File: src/hdl/ndg_pkg.sv
// -----------------------------------------------------------------------------
// ndg_pkg
// Types and constants shared by the nearest-neighbor gray downscaler.
// -----------------------------------------------------------------------------
package ndg_pkg;

	// Color channel and configuration widths.
	localparam int CHAN_W    = 8;
	localparam int CFG_W     = 13;
	localparam int CFG_IDX_W = 2;

	// Sum of three channels and the reciprocal used to divide it by three.
	// 683 / 2048 is close enough to 1/3 that the floor is exact for sums up to 765.
	localparam int SUM_W        = 10;
	localparam int RECIP3       = 683;
	localparam int RECIP3_SHIFT = 11;
	localparam int PROD_W       = 20;

	// Configuration register indexes.
	typedef enum logic [CFG_IDX_W-1:0] {
		REG_SRC_WIDTH  = 2'd0,
		REG_SRC_HEIGHT = 2'd1,
		REG_DST_WIDTH  = 2'd2,
		REG_DST_HEIGHT = 2'd3
	} cfg_reg_t;

	// Register reset values.
	localparam logic [CFG_W-1:0] SRC_WIDTH_RST  = 13'd640;
	localparam logic [CFG_W-1:0] SRC_HEIGHT_RST = 13'd480;
	localparam logic [CFG_W-1:0] DST_WIDTH_RST  = 13'd64;
	localparam logic [CFG_W-1:0] DST_HEIGHT_RST = 13'd64;

	// A sampled pixel waiting for its gray conversion.
	typedef struct packed {
		logic [CHAN_W-1:0] red;
		logic [CHAN_W-1:0] green;
		logic [CHAN_W-1:0] blue;
		logic              frame_end;
	} sample_t;

endpackage

File: src/hdl/ndg_rgb_if.sv
// -----------------------------------------------------------------------------
// ndg_rgb_if
// Valid/ready channel that carries one RGB source pixel per transfer.
// -----------------------------------------------------------------------------
interface ndg_rgb_if;

	logic                       valid;
	logic                       ready;
	logic [ndg_pkg::CHAN_W-1:0] red;
	logic [ndg_pkg::CHAN_W-1:0] green;
	logic [ndg_pkg::CHAN_W-1:0] blue;

	modport source (output valid, output red, output green, output blue, input ready);
	modport sink   (input valid, input red, input green, input blue, output ready);

endinterface

File: src/hdl/ndg_mono_if.sv
// -----------------------------------------------------------------------------
// ndg_mono_if
// Valid/ready channel that carries one gray output pixel per transfer.
// -----------------------------------------------------------------------------
interface ndg_mono_if;

	logic                       valid;
	logic                       ready;
	logic [ndg_pkg::CHAN_W-1:0] gray;
	logic                       frame_end;

	modport source (output valid, output gray, output frame_end, input ready);
	modport sink   (input valid, input gray, input frame_end, output ready);

endinterface

File: src/hdl/ndg_divider.sv
// -----------------------------------------------------------------------------
// ndg_divider
// Restoring divider that produces one quotient bit per cycle.
// -----------------------------------------------------------------------------
module ndg_divider #(
	parameter int W = 13
) (
	input  logic         clk,
	input  logic         arst_n,
	input  logic         start,
	input  logic [W-1:0] dividend,
	input  logic [W-1:0] divisor,
	output logic         busy,
	output logic [W-1:0] quotient,
	output logic [W-1:0] remainder
);

	localparam int CNT_W = $clog2(W + 1);

	logic [CNT_W-1:0] cnt_q;
	logic [W-1:0]     quo_q;
	logic [W-1:0]     rem_q;
	logic [W-1:0]     divisor_q;
	logic [W:0]       rem_shift;
	logic [W:0]       rem_diff;
	logic             fits;

	// One restoring step: shift in the next dividend bit and try the subtraction.
	always_comb begin
		rem_shift = {rem_q, quo_q[W-1]};
		rem_diff  = rem_shift - {1'b0, divisor_q};
		fits      = rem_shift >= {1'b0, divisor_q};
	end

	// The step counter is the only control state.
	always_ff @(posedge clk or negedge arst_n) begin
		if (!arst_n) begin
			cnt_q <= '0;
		end else if (start) begin
			cnt_q <= CNT_W'(W);
		end else if (cnt_q != '0) begin
			cnt_q <= cnt_q - CNT_W'(1);
		end
	end

	// Quotient bits enter from the right as the dividend bits leave at the left.
	always_ff @(posedge clk) begin
		if (start) begin
			quo_q     <= dividend;
			rem_q     <= '0;
			divisor_q <= divisor;
		end else if (cnt_q != '0) begin
			quo_q <= {quo_q[W-2:0], fits};
			rem_q <= fits ? W'(rem_diff) : W'(rem_shift);
		end
	end

	assign busy      = start || (cnt_q != '0);
	assign quotient  = quo_q;
	assign remainder = rem_q;

endmodule

File: src/hdl/nearest_downsample_gray_core.sv
// -----------------------------------------------------------------------------
// nearest_downsample_gray_core
// Nearest-neighbor downscaler that turns a raster RGB stream into gray pixels.
// -----------------------------------------------------------------------------
// The core takes one source pixel per clock in raster order whenever its input
// is ready, and emits the pixels that the nearest-neighbor grid samples, each
// as floor((r+g+b)/3), with frame_end set on the last output pixel of a
// frame. A sampled pixel passes through the first stage register and then
// the output register. The column and row step sizes (source size divided
// by output size) are found by two one-bit-per-cycle dividers after reset
// and after every register write; while they run the input is not ready.
// Any register write restarts the frame at pixel (0,0).
// Sizes of zero count as one, sizes above MAX_DIMENSION saturate, and an
// output size larger than the source size is taken as the source size.
module nearest_downsample_gray_core #(
	parameter int MAX_DIMENSION = 4096
) (
	input  logic                          clk,
	input  logic                          arst_n,
	input  logic                          cfg_we,
	input  logic [ndg_pkg::CFG_IDX_W-1:0] cfg_index,
	input  logic [ndg_pkg::CFG_W-1:0]     cfg_data,
	ndg_rgb_if.sink                       rgb,
	ndg_mono_if.source                    mono
);

	localparam int CFG_MAX = (1 << ndg_pkg::CFG_W) - 1;
	localparam int CLAMP   = (MAX_DIMENSION < CFG_MAX) ? MAX_DIMENSION : CFG_MAX;
	localparam int DIM_W   = $clog2(CLAMP + 1);
	localparam int CNT_W   = (CLAMP > 2) ? $clog2(CLAMP) : 1;

	// Size registers as written.
	logic [ndg_pkg::CFG_W-1:0] src_width_q, src_height_q, dst_width_q, dst_height_q;

	// Effective sizes and step sizes.
	logic [DIM_W-1:0] sw, sh, dw_raw, dh_raw, dw, dh;
	logic [DIM_W-1:0] cq, cr, rq, rr;
	logic             div_start_q, col_busy, row_busy, div_busy;

	// Position state.
	logic [CNT_W-1:0] src_col_q, src_row_q;
	logic [DIM_W-1:0] out_col_q, out_row_q;
	logic [DIM_W-1:0] col_tgt_q, col_rem_q, row_tgt_q, row_rem_q;

	// Step logic.
	logic             col_hit, row_hit, col_end, row_end, frame_end;
	logic [DIM_W:0]   col_rsum, row_rsum;
	logic             col_carry, row_carry;
	logic [DIM_W-1:0] col_rem_nxt, row_rem_nxt, col_tgt_nxt, row_tgt_nxt;

	// Pipeline.
	logic                            accept, adv2;
	logic                            s1_valid;
	ndg_pkg::sample_t                sample_s1;
	logic [ndg_pkg::SUM_W-1:0]       sum;
	logic [ndg_pkg::PROD_W-1:0]      prod;
	logic                            s2_valid;
	logic [ndg_pkg::CHAN_W-1:0]      gray_s2;
	logic                            frame_end_s2;

	function automatic logic [DIM_W-1:0] clamp_dim(input logic [ndg_pkg::CFG_W-1:0] v);
		logic [DIM_W-1:0] r;
		if (v == '0) begin
			r = DIM_W'(1);
		end else if (32'(v) > 32'(CLAMP)) begin
			r = DIM_W'(CLAMP);
		end else begin
			r = DIM_W'(v);
		end
		return r;
	endfunction

	// Configuration registers.
	always_ff @(posedge clk or negedge arst_n) begin
		if (!arst_n) begin
			src_width_q  <= ndg_pkg::SRC_WIDTH_RST;
			src_height_q <= ndg_pkg::SRC_HEIGHT_RST;
			dst_width_q  <= ndg_pkg::DST_WIDTH_RST;
			dst_height_q <= ndg_pkg::DST_HEIGHT_RST;
		end else if (cfg_we) begin
			unique case (ndg_pkg::cfg_reg_t'(cfg_index))
				ndg_pkg::REG_SRC_WIDTH:  src_width_q  <= cfg_data;
				ndg_pkg::REG_SRC_HEIGHT: src_height_q <= cfg_data;
				ndg_pkg::REG_DST_WIDTH:  dst_width_q  <= cfg_data;
				ndg_pkg::REG_DST_HEIGHT: dst_height_q <= cfg_data;
				default: ;
			endcase
		end
	end

	// Clamp the sizes and keep the output no larger than the source.
	always_comb begin
		sw     = clamp_dim(src_width_q);
		sh     = clamp_dim(src_height_q);
		dw_raw = clamp_dim(dst_width_q);
		dh_raw = clamp_dim(dst_height_q);
		dw     = (dw_raw > sw) ? sw : dw_raw;
		dh     = (dh_raw > sh) ? sh : dh_raw;
	end

	// Step sizes are recomputed after reset and after every register write.
	always_ff @(posedge clk or negedge arst_n) begin
		if (!arst_n) begin
			div_start_q <= 1'b1;
		end else begin
			div_start_q <= cfg_we;
		end
	end

	ndg_divider #(.W(DIM_W)) u_col_div (
		.clk       (clk),
		.arst_n    (arst_n),
		.start     (div_start_q),
		.dividend  (sw),
		.divisor   (dw),
		.busy      (col_busy),
		.quotient  (cq),
		.remainder (cr)
	);

	ndg_divider #(.W(DIM_W)) u_row_div (
		.clk       (clk),
		.arst_n    (arst_n),
		.start     (div_start_q),
		.dividend  (sh),
		.divisor   (dh),
		.busy      (row_busy),
		.quotient  (rq),
		.remainder (rr)
	);

	assign div_busy = col_busy || row_busy;

	// Sample test and the next column and row targets.
	always_comb begin
		col_hit   = (DIM_W'(src_col_q) == col_tgt_q) && (out_col_q < dw);
		row_hit   = (DIM_W'(src_row_q) == row_tgt_q) && (out_row_q < dh);
		col_end   = ({1'b0, DIM_W'(src_col_q)} + (DIM_W+1)'(1)) >= {1'b0, sw};
		row_end   = ({1'b0, DIM_W'(src_row_q)} + (DIM_W+1)'(1)) >= {1'b0, sh};
		frame_end = (out_col_q == dw - DIM_W'(1)) && (out_row_q == dh - DIM_W'(1));

		col_rsum    = {1'b0, col_rem_q} + {1'b0, cr};
		col_carry   = col_rsum >= {1'b0, dw};
		col_rem_nxt = col_carry ? DIM_W'(col_rsum - {1'b0, dw}) : DIM_W'(col_rsum);
		col_tgt_nxt = col_tgt_q + cq + DIM_W'(col_carry);

		row_rsum    = {1'b0, row_rem_q} + {1'b0, rr};
		row_carry   = row_rsum >= {1'b0, dh};
		row_rem_nxt = row_carry ? DIM_W'(row_rsum - {1'b0, dh}) : DIM_W'(row_rsum);
		row_tgt_nxt = row_tgt_q + rq + DIM_W'(row_carry);
	end

	// Handshake: with the dividers idle, the first stage takes a pixel when it
	// can pass its contents on, so one waiting result does not stall the input.
	assign adv2      = !s2_valid || mono.ready;
	assign rgb.ready = !div_busy && (!s1_valid || adv2);
	assign accept    = rgb.valid && rgb.ready;

	// Position counters advance on every transfer.
	always_ff @(posedge clk or negedge arst_n) begin
		if (!arst_n) begin
			src_col_q <= '0;
			src_row_q <= '0;
			out_col_q <= '0;
			out_row_q <= '0;
			col_tgt_q <= '0;
			col_rem_q <= '0;
			row_tgt_q <= '0;
			row_rem_q <= '0;
		end else if (cfg_we) begin
			src_col_q <= '0;
			src_row_q <= '0;
			out_col_q <= '0;
			out_row_q <= '0;
			col_tgt_q <= '0;
			col_rem_q <= '0;
			row_tgt_q <= '0;
			row_rem_q <= '0;
		end else if (accept) begin
			if (col_end) begin
				src_col_q <= '0;
				out_col_q <= '0;
				col_tgt_q <= '0;
				col_rem_q <= '0;
				if (row_end) begin
					src_row_q <= '0;
					out_row_q <= '0;
					row_tgt_q <= '0;
					row_rem_q <= '0;
				end else begin
					src_row_q <= src_row_q + CNT_W'(1);
					if (row_hit) begin
						out_row_q <= out_row_q + DIM_W'(1);
						row_tgt_q <= row_tgt_nxt;
						row_rem_q <= row_rem_nxt;
					end
				end
			end else begin
				src_col_q <= src_col_q + CNT_W'(1);
				if (col_hit) begin
					out_col_q <= out_col_q + DIM_W'(1);
					col_tgt_q <= col_tgt_nxt;
					col_rem_q <= col_rem_nxt;
				end
			end
		end
	end

	// Pipeline valid bits: only sampled pixels enter the first stage.
	always_ff @(posedge clk or negedge arst_n) begin
		if (!arst_n) begin
			s1_valid <= 1'b0;
			s2_valid <= 1'b0;
		end else begin
			if (accept && col_hit && row_hit) begin
				s1_valid <= 1'b1;
			end else if (adv2) begin
				s1_valid <= 1'b0;
			end
			if (adv2) begin
				s2_valid <= s1_valid;
			end
		end
	end

	// First stage holds the sampled pixel.
	always_ff @(posedge clk) begin
		if (accept && col_hit && row_hit) begin
			sample_s1.red       <= rgb.red;
			sample_s1.green     <= rgb.green;
			sample_s1.blue      <= rgb.blue;
			sample_s1.frame_end <= frame_end;
		end
	end

	// Gray value: sum of the channels times a reciprocal of three.
	always_comb begin
		sum  = ndg_pkg::SUM_W'(sample_s1.red) + ndg_pkg::SUM_W'(sample_s1.green)
			+ ndg_pkg::SUM_W'(sample_s1.blue);
		prod = ndg_pkg::PROD_W'(sum) * ndg_pkg::PROD_W'(ndg_pkg::RECIP3);
	end

	// Output register.
	always_ff @(posedge clk) begin
		if (adv2 && s1_valid) begin
			gray_s2      <= ndg_pkg::CHAN_W'(prod >> ndg_pkg::RECIP3_SHIFT);
			frame_end_s2 <= sample_s1.frame_end;
		end
	end

	assign mono.valid     = s2_valid;
	assign mono.gray      = gray_s2;
	assign mono.frame_end = frame_end_s2;

`ifndef SYNTHESIS
	// No pixel is taken while the step sizes are being computed.
	assert property (@(posedge clk) disable iff (!arst_n)
		accept |-> !div_busy)
		else $error("pixel accepted during step size computation");

	// The source column always lies inside the source row.
	assert property (@(posedge clk) disable iff (!arst_n)
		{1'b0, DIM_W'(src_col_q)} < {1'b0, sw})
		else $error("source column beyond source width");

	// Column and row remainders stay below their divisors.
	assert property (@(posedge clk) disable iff (!arst_n)
		(col_rem_q < dw) && (row_rem_q < dh))
		else $error("target remainder out of range");

	// Output counts never pass the output size.
	assert property (@(posedge clk) disable iff (!arst_n)
		(out_col_q <= dw) && (out_row_q <= dh))
		else $error("output count beyond output size");

	// With both stages full and the output stalled, the input must hold off.
	assert property (@(posedge clk) disable iff (!arst_n)
		(s1_valid && s2_valid && !mono.ready) |-> !rgb.ready)
		else $error("input ready while pipeline is full");
`endif

endmodule

File: src/flat_wrapper.sv
// flat-port wrapper written by rule: the top's interface ports become plain ports
module nearest_downsample_gray_core_flat 
#(
	parameter int MAX_DIMENSION = 4096
)
  (clk, arst_n, cfg_we, cfg_index, cfg_data, rgb_valid, rgb_red, rgb_green, rgb_blue, rgb_ready, mono_valid, mono_gray, mono_frame_end, mono_ready);
  ndg_rgb_if rgb_i ();
  ndg_mono_if mono_i ();
  input  logic clk;
  input  logic arst_n;
  input  logic cfg_we;
  input  logic [ndg_pkg::CFG_IDX_W-1:0] cfg_index;
  input  logic [ndg_pkg::CFG_W-1:0] cfg_data;
  input wire logic [$bits(rgb_i.valid)-1:0] rgb_valid;
  input wire logic [$bits(rgb_i.red)-1:0] rgb_red;
  input wire logic [$bits(rgb_i.green)-1:0] rgb_green;
  input wire logic [$bits(rgb_i.blue)-1:0] rgb_blue;
  output wire logic [$bits(rgb_i.ready)-1:0] rgb_ready;
  output wire logic [$bits(mono_i.valid)-1:0] mono_valid;
  output wire logic [$bits(mono_i.gray)-1:0] mono_gray;
  output wire logic [$bits(mono_i.frame_end)-1:0] mono_frame_end;
  input wire logic [$bits(mono_i.ready)-1:0] mono_ready;
  assign rgb_i.valid = rgb_valid;
  assign rgb_i.red = rgb_red;
  assign rgb_i.green = rgb_green;
  assign rgb_i.blue = rgb_blue;
  assign rgb_ready = rgb_i.ready;
  assign mono_valid = mono_i.valid;
  assign mono_gray = mono_i.gray;
  assign mono_frame_end = mono_i.frame_end;
  assign mono_i.ready = mono_ready;
  nearest_downsample_gray_core #(.MAX_DIMENSION(MAX_DIMENSION)) u_core (.clk(clk), .arst_n(arst_n), .cfg_we(cfg_we), .cfg_index(cfg_index), .cfg_data(cfg_data), .rgb(rgb_i), .mono(mono_i));
endmodule
File: config.mk
export PLATFORM = sky130hd
export DESIGN_NAME = nearest_downsample_gray_core_flat
export DESIGN_NICKNAME = d
export VERILOG_FILES = /design/src/hdl/ndg_pkg.sv /design/src/hdl/ndg_rgb_if.sv /design/src/hdl/ndg_mono_if.sv /design/src/hdl/ndg_divider.sv /design/src/hdl/nearest_downsample_gray_core.sv /design/src/flat_wrapper.sv
export SDC_FILE = /design/constraint.sdc
export NUM_CORES = 1
export LEC_CHECK = 0
export BUFFER_PORTS_ARGS = -buffer_cell sky130_fd_sc_hd__buf_2
export CORE_UTILIZATION = 40
export DETAILED_ROUTE_END_ITERATION = 10
export PLACE_DENSITY = 0.61
export SLEW_MARGIN = 20
export SYNTH_ARGS = -nofsm -noshare
export SYNTH_HDL_FRONTEND = slang
export SYNTH_SLANG_ARGS = --single-unit
File: constraint.sdc
create_clock -name clk -period 11.4 [get_ports clk]
set_input_delay 1.14 -clock clk [delete_from_list [all_inputs] [get_ports clk]]
set_output_delay 1.14 -clock clk [all_outputs]
set_load 0.01 [all_outputs]
# Word-level counts from Yosys, hierarchy flattened
# Index checks and enable logic that the tools add are counted.
[totals]
register_bits = 277
inputBits = 44
out_inout_bits = 11
elab_cells = 168
[classes]
addsub = 22
mul = 1
order_cmp = 14
eq_ne = 7
n_mux = 58
n_reduce_logical = 37
[ops]
columns = ["op", "n"]
rows = [
  ["13-bit two-way mux", 45],
  ["14-bit by 13-bit greater-or-equal comparator with 1-bit output", 6],
  ["12-bit two-way mux", 7],
  ["13-bit > comparator (second input constant)", 4],
  ["13-bit zero test", 4],
  ["13-bit subtractor", 4],
  ["13-bit by 13-bit adder with 14-bit output", 2],
  ["12-bit by 1-bit adder with 13-bit output (second input constant)", 2],
  ["13-bit by 1-bit adder with 13-bit output", 2],
  ["13-bit by 1-bit adder with 13-bit output (second input constant)", 2],
  ["13-bit adder", 2],
  ["12-bit by 13-bit equality test with 1-bit output", 2],
  ["13-bit equality test", 2],
  ["13-bit > comparator", 2],
  ["13-bit less-than comparator", 2],
  ["13-bit by 1-bit subtractor with 13-bit output (second input constant)", 2],
  ["12-bit by 1-bit adder with 12-bit output (second input constant)", 2],
  ["10-bit by 10-bit multiplier with 19-bit output (second input constant)", 1],
  ["4-bit two-way mux", 4],
  ["2-bit AND reduction", 6],
  ["10-bit by 8-bit adder with 10-bit output", 1],
  ["2-bit nonzero test", 5],
  ["8-bit by 8-bit adder with 9-bit output", 1],
  ["1-bit logical AND", 8],
  ["other kinds (10)", 21],
]

# Longest topological paths before layout
[logic_depth]
word_depth = 12
ltp_mapped = 39

# Cells and area by module
# Synthesis repeated with hierarchy kept, for this count alone.
[unflattened]
hier_cells = 2252
hier_area_um2 = 22072.4
[by_module_without_submodules]
columns = ["module", "n_inst", "cells_per_inst", "area_each_um2", "seq_area_each_um2"]
rows = [
  ["nearest_downsample_gray_core", 1, 1768, 16867.4, 4961.0],
  ["ndg_divider", 2, 242, 2602.5, 1141.1],
]

# Worst setup path before layout
# Ideal clock, no wire load.
[synth_path]
path_type = "register to register"
start = "register u_core.sample_s1[9] in the netlist's numbering"
end = "register u_core.gray_s2, in the netlist u_core.mono.gray[7], data pin"
setup_ps = 260
arrival_ps = 6840
required_ps = 11140
setup_slack_ps = 4300
stages_incl_launch_ff = 29
path_buffers = 0
path_cell_list = "edfxtp_1 > ha_1 > fa_1 > ha_1 > a21o_1 > a21oi_1 > o21bai_1 > a21oi_1 > nor2b_1 > o21a_1 > o21a_1 > nor2_1 > ha_1 > ha_1 > fa_1 > inv_1 > fa_1 > inv_1 > fa_1 > ha_1 > a21o_1 > a21o_1 > a21oi_1 > a31oi_1 > o31a_1 > o41ai_1 > o21bai_1 > a21o_1 > xnor2_1"
[synth_via]
elab_chain_cells = 3
[synth_lines]
columns = ["item", "line_no", "text"]
rows = [
  ["from (decl)", "nearest_downsample_gray_core.sv:54", "ndg_pkg::sample_t sample_s1;"],
  ["8-bit by 8-bit adder with 9-bit output", "nearest_downsample_gray_core.sv:238", "sum = ndg_pkg::SUM_W'(sample_s1.red) + ndg_pkg::SUM_W'(sample_s1.green)"],
  ["10-bit by 8-bit adder with 10-bit output", "nearest_downsample_gray_core.sv:239", "+ ndg_pkg::SUM_W'(sample_s1.blue);"],
  ["10-bit by 10-bit multiplier with 19-bit output", "nearest_downsample_gray_core.sv:240", "prod = ndg_pkg::PROD_W'(sum) * ndg_pkg::PROD_W'(ndg_pkg::RECIP3);"],
  ["net u_core.prod (one bit)", "nearest_downsample_gray_core.sv:56", "logic [ndg_pkg::PROD_W-1:0] prod;"],
  ["to (signal assigned)", "nearest_downsample_gray_core.sv:246", "gray_s2 <= ndg_pkg::CHAN_W'(prod >> ndg_pkg::RECIP3_SHIFT);"],
  ["to (decl)", "nearest_downsample_gray_core.sv:58", "logic [ndg_pkg::CHAN_W-1:0] gray_s2;"],
]
# The timed path passes the listed nets, and every way through them passes these cells.
# A chain may end at the register's enable or synchronous reset.

# Worst setup path in the final report
[layout_path]
start = "register u_core.src_height_q[12] in the netlist's numbering"
end = "register u_core.row_tgt_q[12]"
[layout_via]
elab_chain_cells = 12
elab_cells_between_ends = 18
classes_between = "add/sub: 1; order compare: 5; mux: 8; reduce/logical: 4"
[layout_lines]
columns = ["item", "line_no", "text"]
rows = [
  ["from (decl)", "nearest_downsample_gray_core.sv:33", "logic [ndg_pkg::CFG_W-1:0] src_width_q, src_height_q, dst_width_q, dst_height_q;"],
  ["from (signal assigned)", "nearest_downsample_gray_core.sv:77", "src_height_q <= ndg_pkg::SRC_HEIGHT_RST;"],
  ["from (signal assigned)", "nearest_downsample_gray_core.sv:83", "ndg_pkg::REG_SRC_HEIGHT: src_height_q <= cfg_data;"],
  ["13-bit > comparator", "nearest_downsample_gray_core.sv:65", "end else if (32'(v) > 32'(CLAMP)) begin"],
  ["13-bit two-way mux", "nearest_downsample_gray_core.sv:65", ""],
  ["13-bit two-way mux *", "nearest_downsample_gray_core.sv:63", "if (v == '0) begin"],
  ["13-bit > comparator", "nearest_downsample_gray_core.sv:98", "dh = (dh_raw > sh) ? sh : dh_raw;"],
  ["13-bit two-way mux *", "nearest_downsample_gray_core.sv:98", ""],
  ["net u_core.dh[1]", "nearest_downsample_gray_core.sv:36", "logic [DIM_W-1:0] sw, sh, dw_raw, dh_raw, dw, dh;"],
  ["14-bit by 13-bit greater-or-equal comparator with 1-bit output", "nearest_downsample_gray_core.sv:148", "row_carry = row_rsum >= {1'b0, dh};"],
  ["13-bit by 1-bit adder with 13-bit output", "nearest_downsample_gray_core.sv:150", "row_tgt_nxt = row_tgt_q + rq + DIM_W'(row_carry);"],
  ["13-bit two-way mux", "nearest_downsample_gray_core.sv:192", "if (row_hit) begin"],
  ["13-bit two-way mux", "nearest_downsample_gray_core.sv:185", "if (row_end) begin"],
  ["13-bit two-way mux", "nearest_downsample_gray_core.sv:180", "if (col_end) begin"],
  ["13-bit two-way mux", "nearest_downsample_gray_core.sv:179", "end else if (accept) begin"],
  ["13-bit two-way mux", "nearest_downsample_gray_core.sv:170", "end else if (cfg_we) begin"],
  ["to (signal assigned)", "nearest_downsample_gray_core.sv:194", "row_tgt_q <= row_tgt_nxt;"],
  ["to (decl)", "nearest_downsample_gray_core.sv:43", "logic [DIM_W-1:0] col_tgt_q, col_rem_q, row_tgt_q, row_rem_q;"],
]
# The timed path passes the listed nets; every way through them passes the cells marked *. The select of a mux whose other input is x is not followed.

==> impl_metrics.sql <==
INSERT INTO impl_metrics (metric_group, metric, value, unit) VALUES
('worst_setup_path', 'crit_path_top_delay_cell', 'sky130_fd_sc_hd__nand3_1', ''),
('grt', 'grt_antenna_before_repair', '0', ''),
('route', 'detail_route.first_pass.iterations', '5', ''),
('clocking', 'cts_max_path_buffers', '3', ''),
('synth', 'synthCells', '2304', ''),
('clocking', 'clkSlewWorstSetupHoldPaths', '0.06', 'ns'),
('timing', 'final_critical_path_setup_slack', '3.05', 'ns'),
('placement', 'hpwlAfterDp', '42.9', 'mm'),
('timing', 'final.period_utilization', '73.3', '%'),
('pwr', 'p_leak', '10.9', 'nW'),
('route', 'post-route-drc-count', '0', ''),
('timing', 'worst_slew_margin_rel', '30.0', '%'),
('timing', 'min_period', '8.35', 'ns'),
('cells_and_area', 'fillerInstances', '5024', ''),
('clocking', 'cts_made_buffers', '36', ''),
('floorplan', 'std_cell_rows', '84', ''),
('clocking', 'tritoncts_num_sinks', '277', ''),
('synth', 'asyncSetResetFlopFracSynth', '59.6', '%'),
('route', 'vias', '17070', ''),
('worst_setup_path', 'worst-r2r-cell-count', '33', ''),
('synth', 'largest_area_contributor_in_the_synthesized_netlist', 'sky130_fd_sc_hd__dfrtp_1', ''),
('worst_setup_path', 'worst_r2r_startpoint', 'u_core.src_height_q[12]$_DFFE_PN0P_', ''),
('grt', 'grt_start_max_net_pins', '66', ''),
('timing', 'count_of_endpoints_failing_hold_in_the_final_timing_report', '0', ''),
('worst_setup_path', 'timing.critical_path.mode_cell', 'sky130_fd_sc_hd__o21ai_0', ''),
('synth', 'synth.net_count', '2643', ''),
('status', 'outcome', 'complete, no violations', ''),
('worst_setup_path', 'start_kind', 'register', ''),
('worst_setup_path', 'element_type_at_the_critical_path_end', 'register', ''),
('synth', 'ys_dominant_reg_cell', 'sky130_fd_sc_hd__dfrtp_1', ''),
('placement', 'post_place_setup_slack', '3.20', 'ns'),
('worst_setup_path', 'crit_arrival', '8.81', 'ns'),
('grt', 'globalRouteOverflowTotal', '0', ''),
('clocking', 'cts_tree', 'done', ''),
('worst_setup_path', 'critPathKind', 'register to register', ''),
('floorplan', 'die_height', '235', 'µm'),
('worst_setup_path', 'reg2reg_to', 'u_core.row_tgt_q[12]$_DFFE_PN0P_', ''),
('floorplan', 'dieWidth', '235', 'µm'),
('timing', 'finalSetupViolCount', '0', ''),
('placement', 'port-buffer-count', '54', ''),
('pwr', 'power-per-cell-area', '233', 'nW/µm²'),
('floorplan', 'io_pins', '55', ''),
('floorplan', 'floorplan.die_area', '55100', 'µm²'),
('synth', 'postSynthAreaPerCell', '9.41', 'µm²'),
('timing', 'timing_max_transition_violations_final', '0', ''),
('cells_and_area', 'multi_input_area', '13500', 'µm²'),
('timing', 'setup_total_negative_slack', '0', 'ns'),
('cells_and_area', 'reg_area', '7240', 'µm²'),
('route', 'vias_per_cell', '5.58', ''),
('min_path', 'holdCritPathClass', 'register to register', ''),
('route', 'drt-total-wl', '56.2', 'mm'),
('worst_setup_path', 'cp.required', '11.86', 'ns'),
('synth', 'synth.cell_area', '21700', 'µm²'),
('clocking', 'post_cts.resized_instances', '0', ''),
('cells_and_area', 'design.final.nets', '2684', ''),
('placement', 'place_congestion', '0.930', ''),
('worst_setup_path', 'startpoint', 'u_core.src_height_q[12]$_DFFE_PN0P_', ''),
('cells_and_area', 'syn_to_final_growth', '10.6', '%'),
('timing', 'tightest_slew', '1.05', 'ns'),
('route', 'routedWlPerCell', '18.4', 'µm'),
('timing', 'rsz0062_at_grt', 'false', ''),
('timing', 'clock.fmax', '120', 'MHz'),
('timing', 'clock_skew', '0.0389', 'ns'),
('synth', 'synth.distinct_cells', '77', ''),
('worst_setup_path', 'crit_path_max_fanout', '33', ''),
('synth', 'yosys_register_bits', '277', ''),
('route', 'dr.first_iter.drc_count', '1025', ''),
('clocking', 'clk-insertion-delay-late', '0.58', 'ns'),
('cells_and_area', 'n_antenna_cell', '0', ''),
('run', 'maxCapViolCount', '0', ''),
('cells_and_area', 'post_route_cells_drive_above_1_share', '9.99', '%');
Yosys cell counts (all sizes together) (5+ instances only):
| master | number |
|---|---|
| dfrtp | 156 |
| o21a | 21 |
| inv | 182 |
| fa | 33 |
| xor2 | 73 |
| a31oi | 20 |
| nor4 | 18 |
| edfxtp | 86 |
| and3 | 20 |
| dfxtp | 26 |
| clkbuf | 51 |
| dfstp | 9 |
| a21oi | 124 |
| o41ai | 13 |
| buf | 19 |
| nand2 | 164 |
| a21o | 48 |
| or2 | 7 |
| o211ai | 12 |
| or3 | 16 |
| nor2 | 140 |
| a21boi | 9 |
| nor2b | 59 |
| a211oi | 13 |
| mux2 | 70 |
| nor3b | 5 |
| ha | 262 |
| o21bai | 18 |
| mux2i | 70 |
| o31ai | 21 |
| nand3 | 67 |
| xnor2 | 106 |
| nor3 | 55 |
| o21ai | 179 |
| a22o | 6 |
| nand2b | 24 |
| and2 | 17 |
| nand4 | 30 |
cells in the final DEF, fill, tap and decap left out, types with 6 or more instances in the layout:
master,n
sky130_fd_sc_hd__dfxtp_1,26
sky130_fd_sc_hd__a211oi_1,11
sky130_fd_sc_hd__nand4_1,30
sky130_fd_sc_hd__buf_2,53
sky130_fd_sc_hd__edfxtp_1,86
sky130_fd_sc_hd__mux2i_1,67
sky130_fd_sc_hd__nand2b_1,24
sky130_fd_sc_hd__a21oi_1,121
sky130_fd_sc_hd__clkbuf_16,36
sky130_fd_sc_hd__and2_1,17
sky130_fd_sc_hd__mux2_2,70
sky130_fd_sc_hd__nor4_1,16
sky130_fd_sc_hd__xor2_1,73
sky130_fd_sc_hd__o21a_1,21
sky130_fd_sc_hd__or3_1,16
sky130_fd_sc_hd__inv_1,182
sky130_fd_sc_hd__nand2_1,164
sky130_fd_sc_hd__a21boi_0,9
sky130_fd_sc_hd__dfrtp_1,156
sky130_fd_sc_hd__a21o_1,48
sky130_fd_sc_hd__o21bai_1,18
sky130_fd_sc_hd__bufinv_16,7
sky130_fd_sc_hd__a31oi_1,17
sky130_fd_sc_hd__o21ai_0,175
sky130_fd_sc_hd__nand3_1,67
sky130_fd_sc_hd__o31ai_1,21
sky130_fd_sc_hd__dfstp_2,9
sky130_fd_sc_hd__o211ai_1,12
sky130_fd_sc_hd__nor2_1,140
sky130_fd_sc_hd__nor3_1,53
sky130_fd_sc_hd__nor2b_1,59
sky130_fd_sc_hd__fa_1,33
sky130_fd_sc_hd__ha_1,262
sky130_fd_sc_hd__xnor2_1,106
sky130_fd_sc_hd__a22o_1,6
sky130_fd_sc_hd__and3_1,20
sky130_fd_sc_hd__buf_4,19
sky130_fd_sc_hd__o41ai_1,13
critical path, delay by kind of cell, from the launching register on:
kind,cells,cell delay (ns)
AOI/OAI and AO/OA,16,3.12
and+or+nand+nor,8,1.77
adders and majority gates,4,1.69
buffers and inverters,4,1.00
DFF,1,0.54
xor gates and xnor gates,1,0.13
state kept, by name (all words and copies together), names as in the netlist, 4 cells and up:
register	flops
u_core.sample_s1	25
u_core.col_rem_q	13
u_core.col_tgt_q	13
u_core.dst_height_q	13
u_core.dst_width_q	13
u_core.out_col_q	13
u_core.out_row_q	13
u_core.row_rem_q	13
u_core.row_tgt_q	13
u_core.src_height_q	13
u_core.src_width_q	13
u_core.u_col_div.divisor_q	13
u_core.u_col_div.quotient	13
u_core.u_col_div.remainder	13
u_core.u_row_div.divisor_q	13
u_core.u_row_div.quotient	13
u_core.u_row_div.remainder	13
u_core.src_col_q	12
u_core.src_row_q	12
u_core.mono.gray	8
u_core.u_col_div.cnt_q	4
u_core.u_row_div.cnt_q	4
report_power, final:
group	leakage [nW]	total, mW	internal, mW	switching (mW)
Clock	0.622	1.24	0.753	0.482
Sequential	3.22	1.43	1.23	0.195
Combinational	7.02	2.93	1.26	1.67
how the worst min path moves through the flow:
stage                             startpoint                              end  slack [ns]  cells after the start
6_report       u_core.sample_s1[0]$_DFFE_PP_  u_core.mono.frame_end$_DFFE_PP_        0.48                      0
2_1_floorplan  u_core.sample_s1[0]$_DFFE_PP_  u_core.mono.frame_end$_DFFE_PP_        0.40                      0
3_3_place_gp     u_core.s1_valid$_DFFE_PN0P_    u_core.mono.valid$_DFFE_PN0N_        0.45                      2
3_5_place_dp     u_core.s1_valid$_DFFE_PN0P_    u_core.mono.valid$_DFFE_PN0N_        0.47                      2
4_1_cts          u_core.s1_valid$_DFFE_PN0P_    u_core.mono.valid$_DFFE_PN0N_        0.49                      2
5_1_grt        u_core.sample_s1[0]$_DFFE_PP_  u_core.mono.frame_end$_DFFE_PP_        0.50                      0
stage by stage:
stage | instances | cell area [µm²] | util, % | power [mW] | hold WS, ns
2_1_floorplan | 2304 | 21700 | - | 3.66 | 0.400
3_3_place_gp | 2995 | 22700 | 42.7 | 4.26 | 0.451
3_5_place_dp | 2995 | 22700 | 42.7 | 4.34 | 0.473
4_1_cts | 3061 | 24000 | 45.1 | 5.61 | 0.492
5_1_grt | 3061 | 24000 | 45.2 | 6.02 | 0.496
6_report | 3061 | 24000 | 45.2 | 5.60 | 0.484
area by class of cell:
cell class | instances | area share (%)
clock buffers | 40 | 3.86
clock inverters | 26 | 1.46
inverters | 182 | 2.85
multi-input cells | 1775 | 56.3
flip-flops and latches | 277 | 30.2
well taps | 688 | 3.59
repair buffers | 73 | 1.75
cells by family after synthesis:
| kind of cell | after synthesis | synth area share [%] |
|---|---|---|
| mux | 141 | 7.08 |
| simple gates | 642 | 14.6 |
| xor+xnor | 179 | 7.23 |
| buf+inv | 252 | 4.53 |
| fa+ha+maj | 296 | 18.2 |
| compound gates | 517 | 15.0 |
| flops | 277 | 33.4 |
layer usage:
metal,GRT usage [%],routed length (µm),vias to the layer above
met3,2.48,2520,95
met1,27.8,26400,8252
met4,6.46,1520,0
met2,33.6,25800,406
met5,0,0,-
li1,-,-,8317
Note: power is estimated with default switching activity, not from simulation.
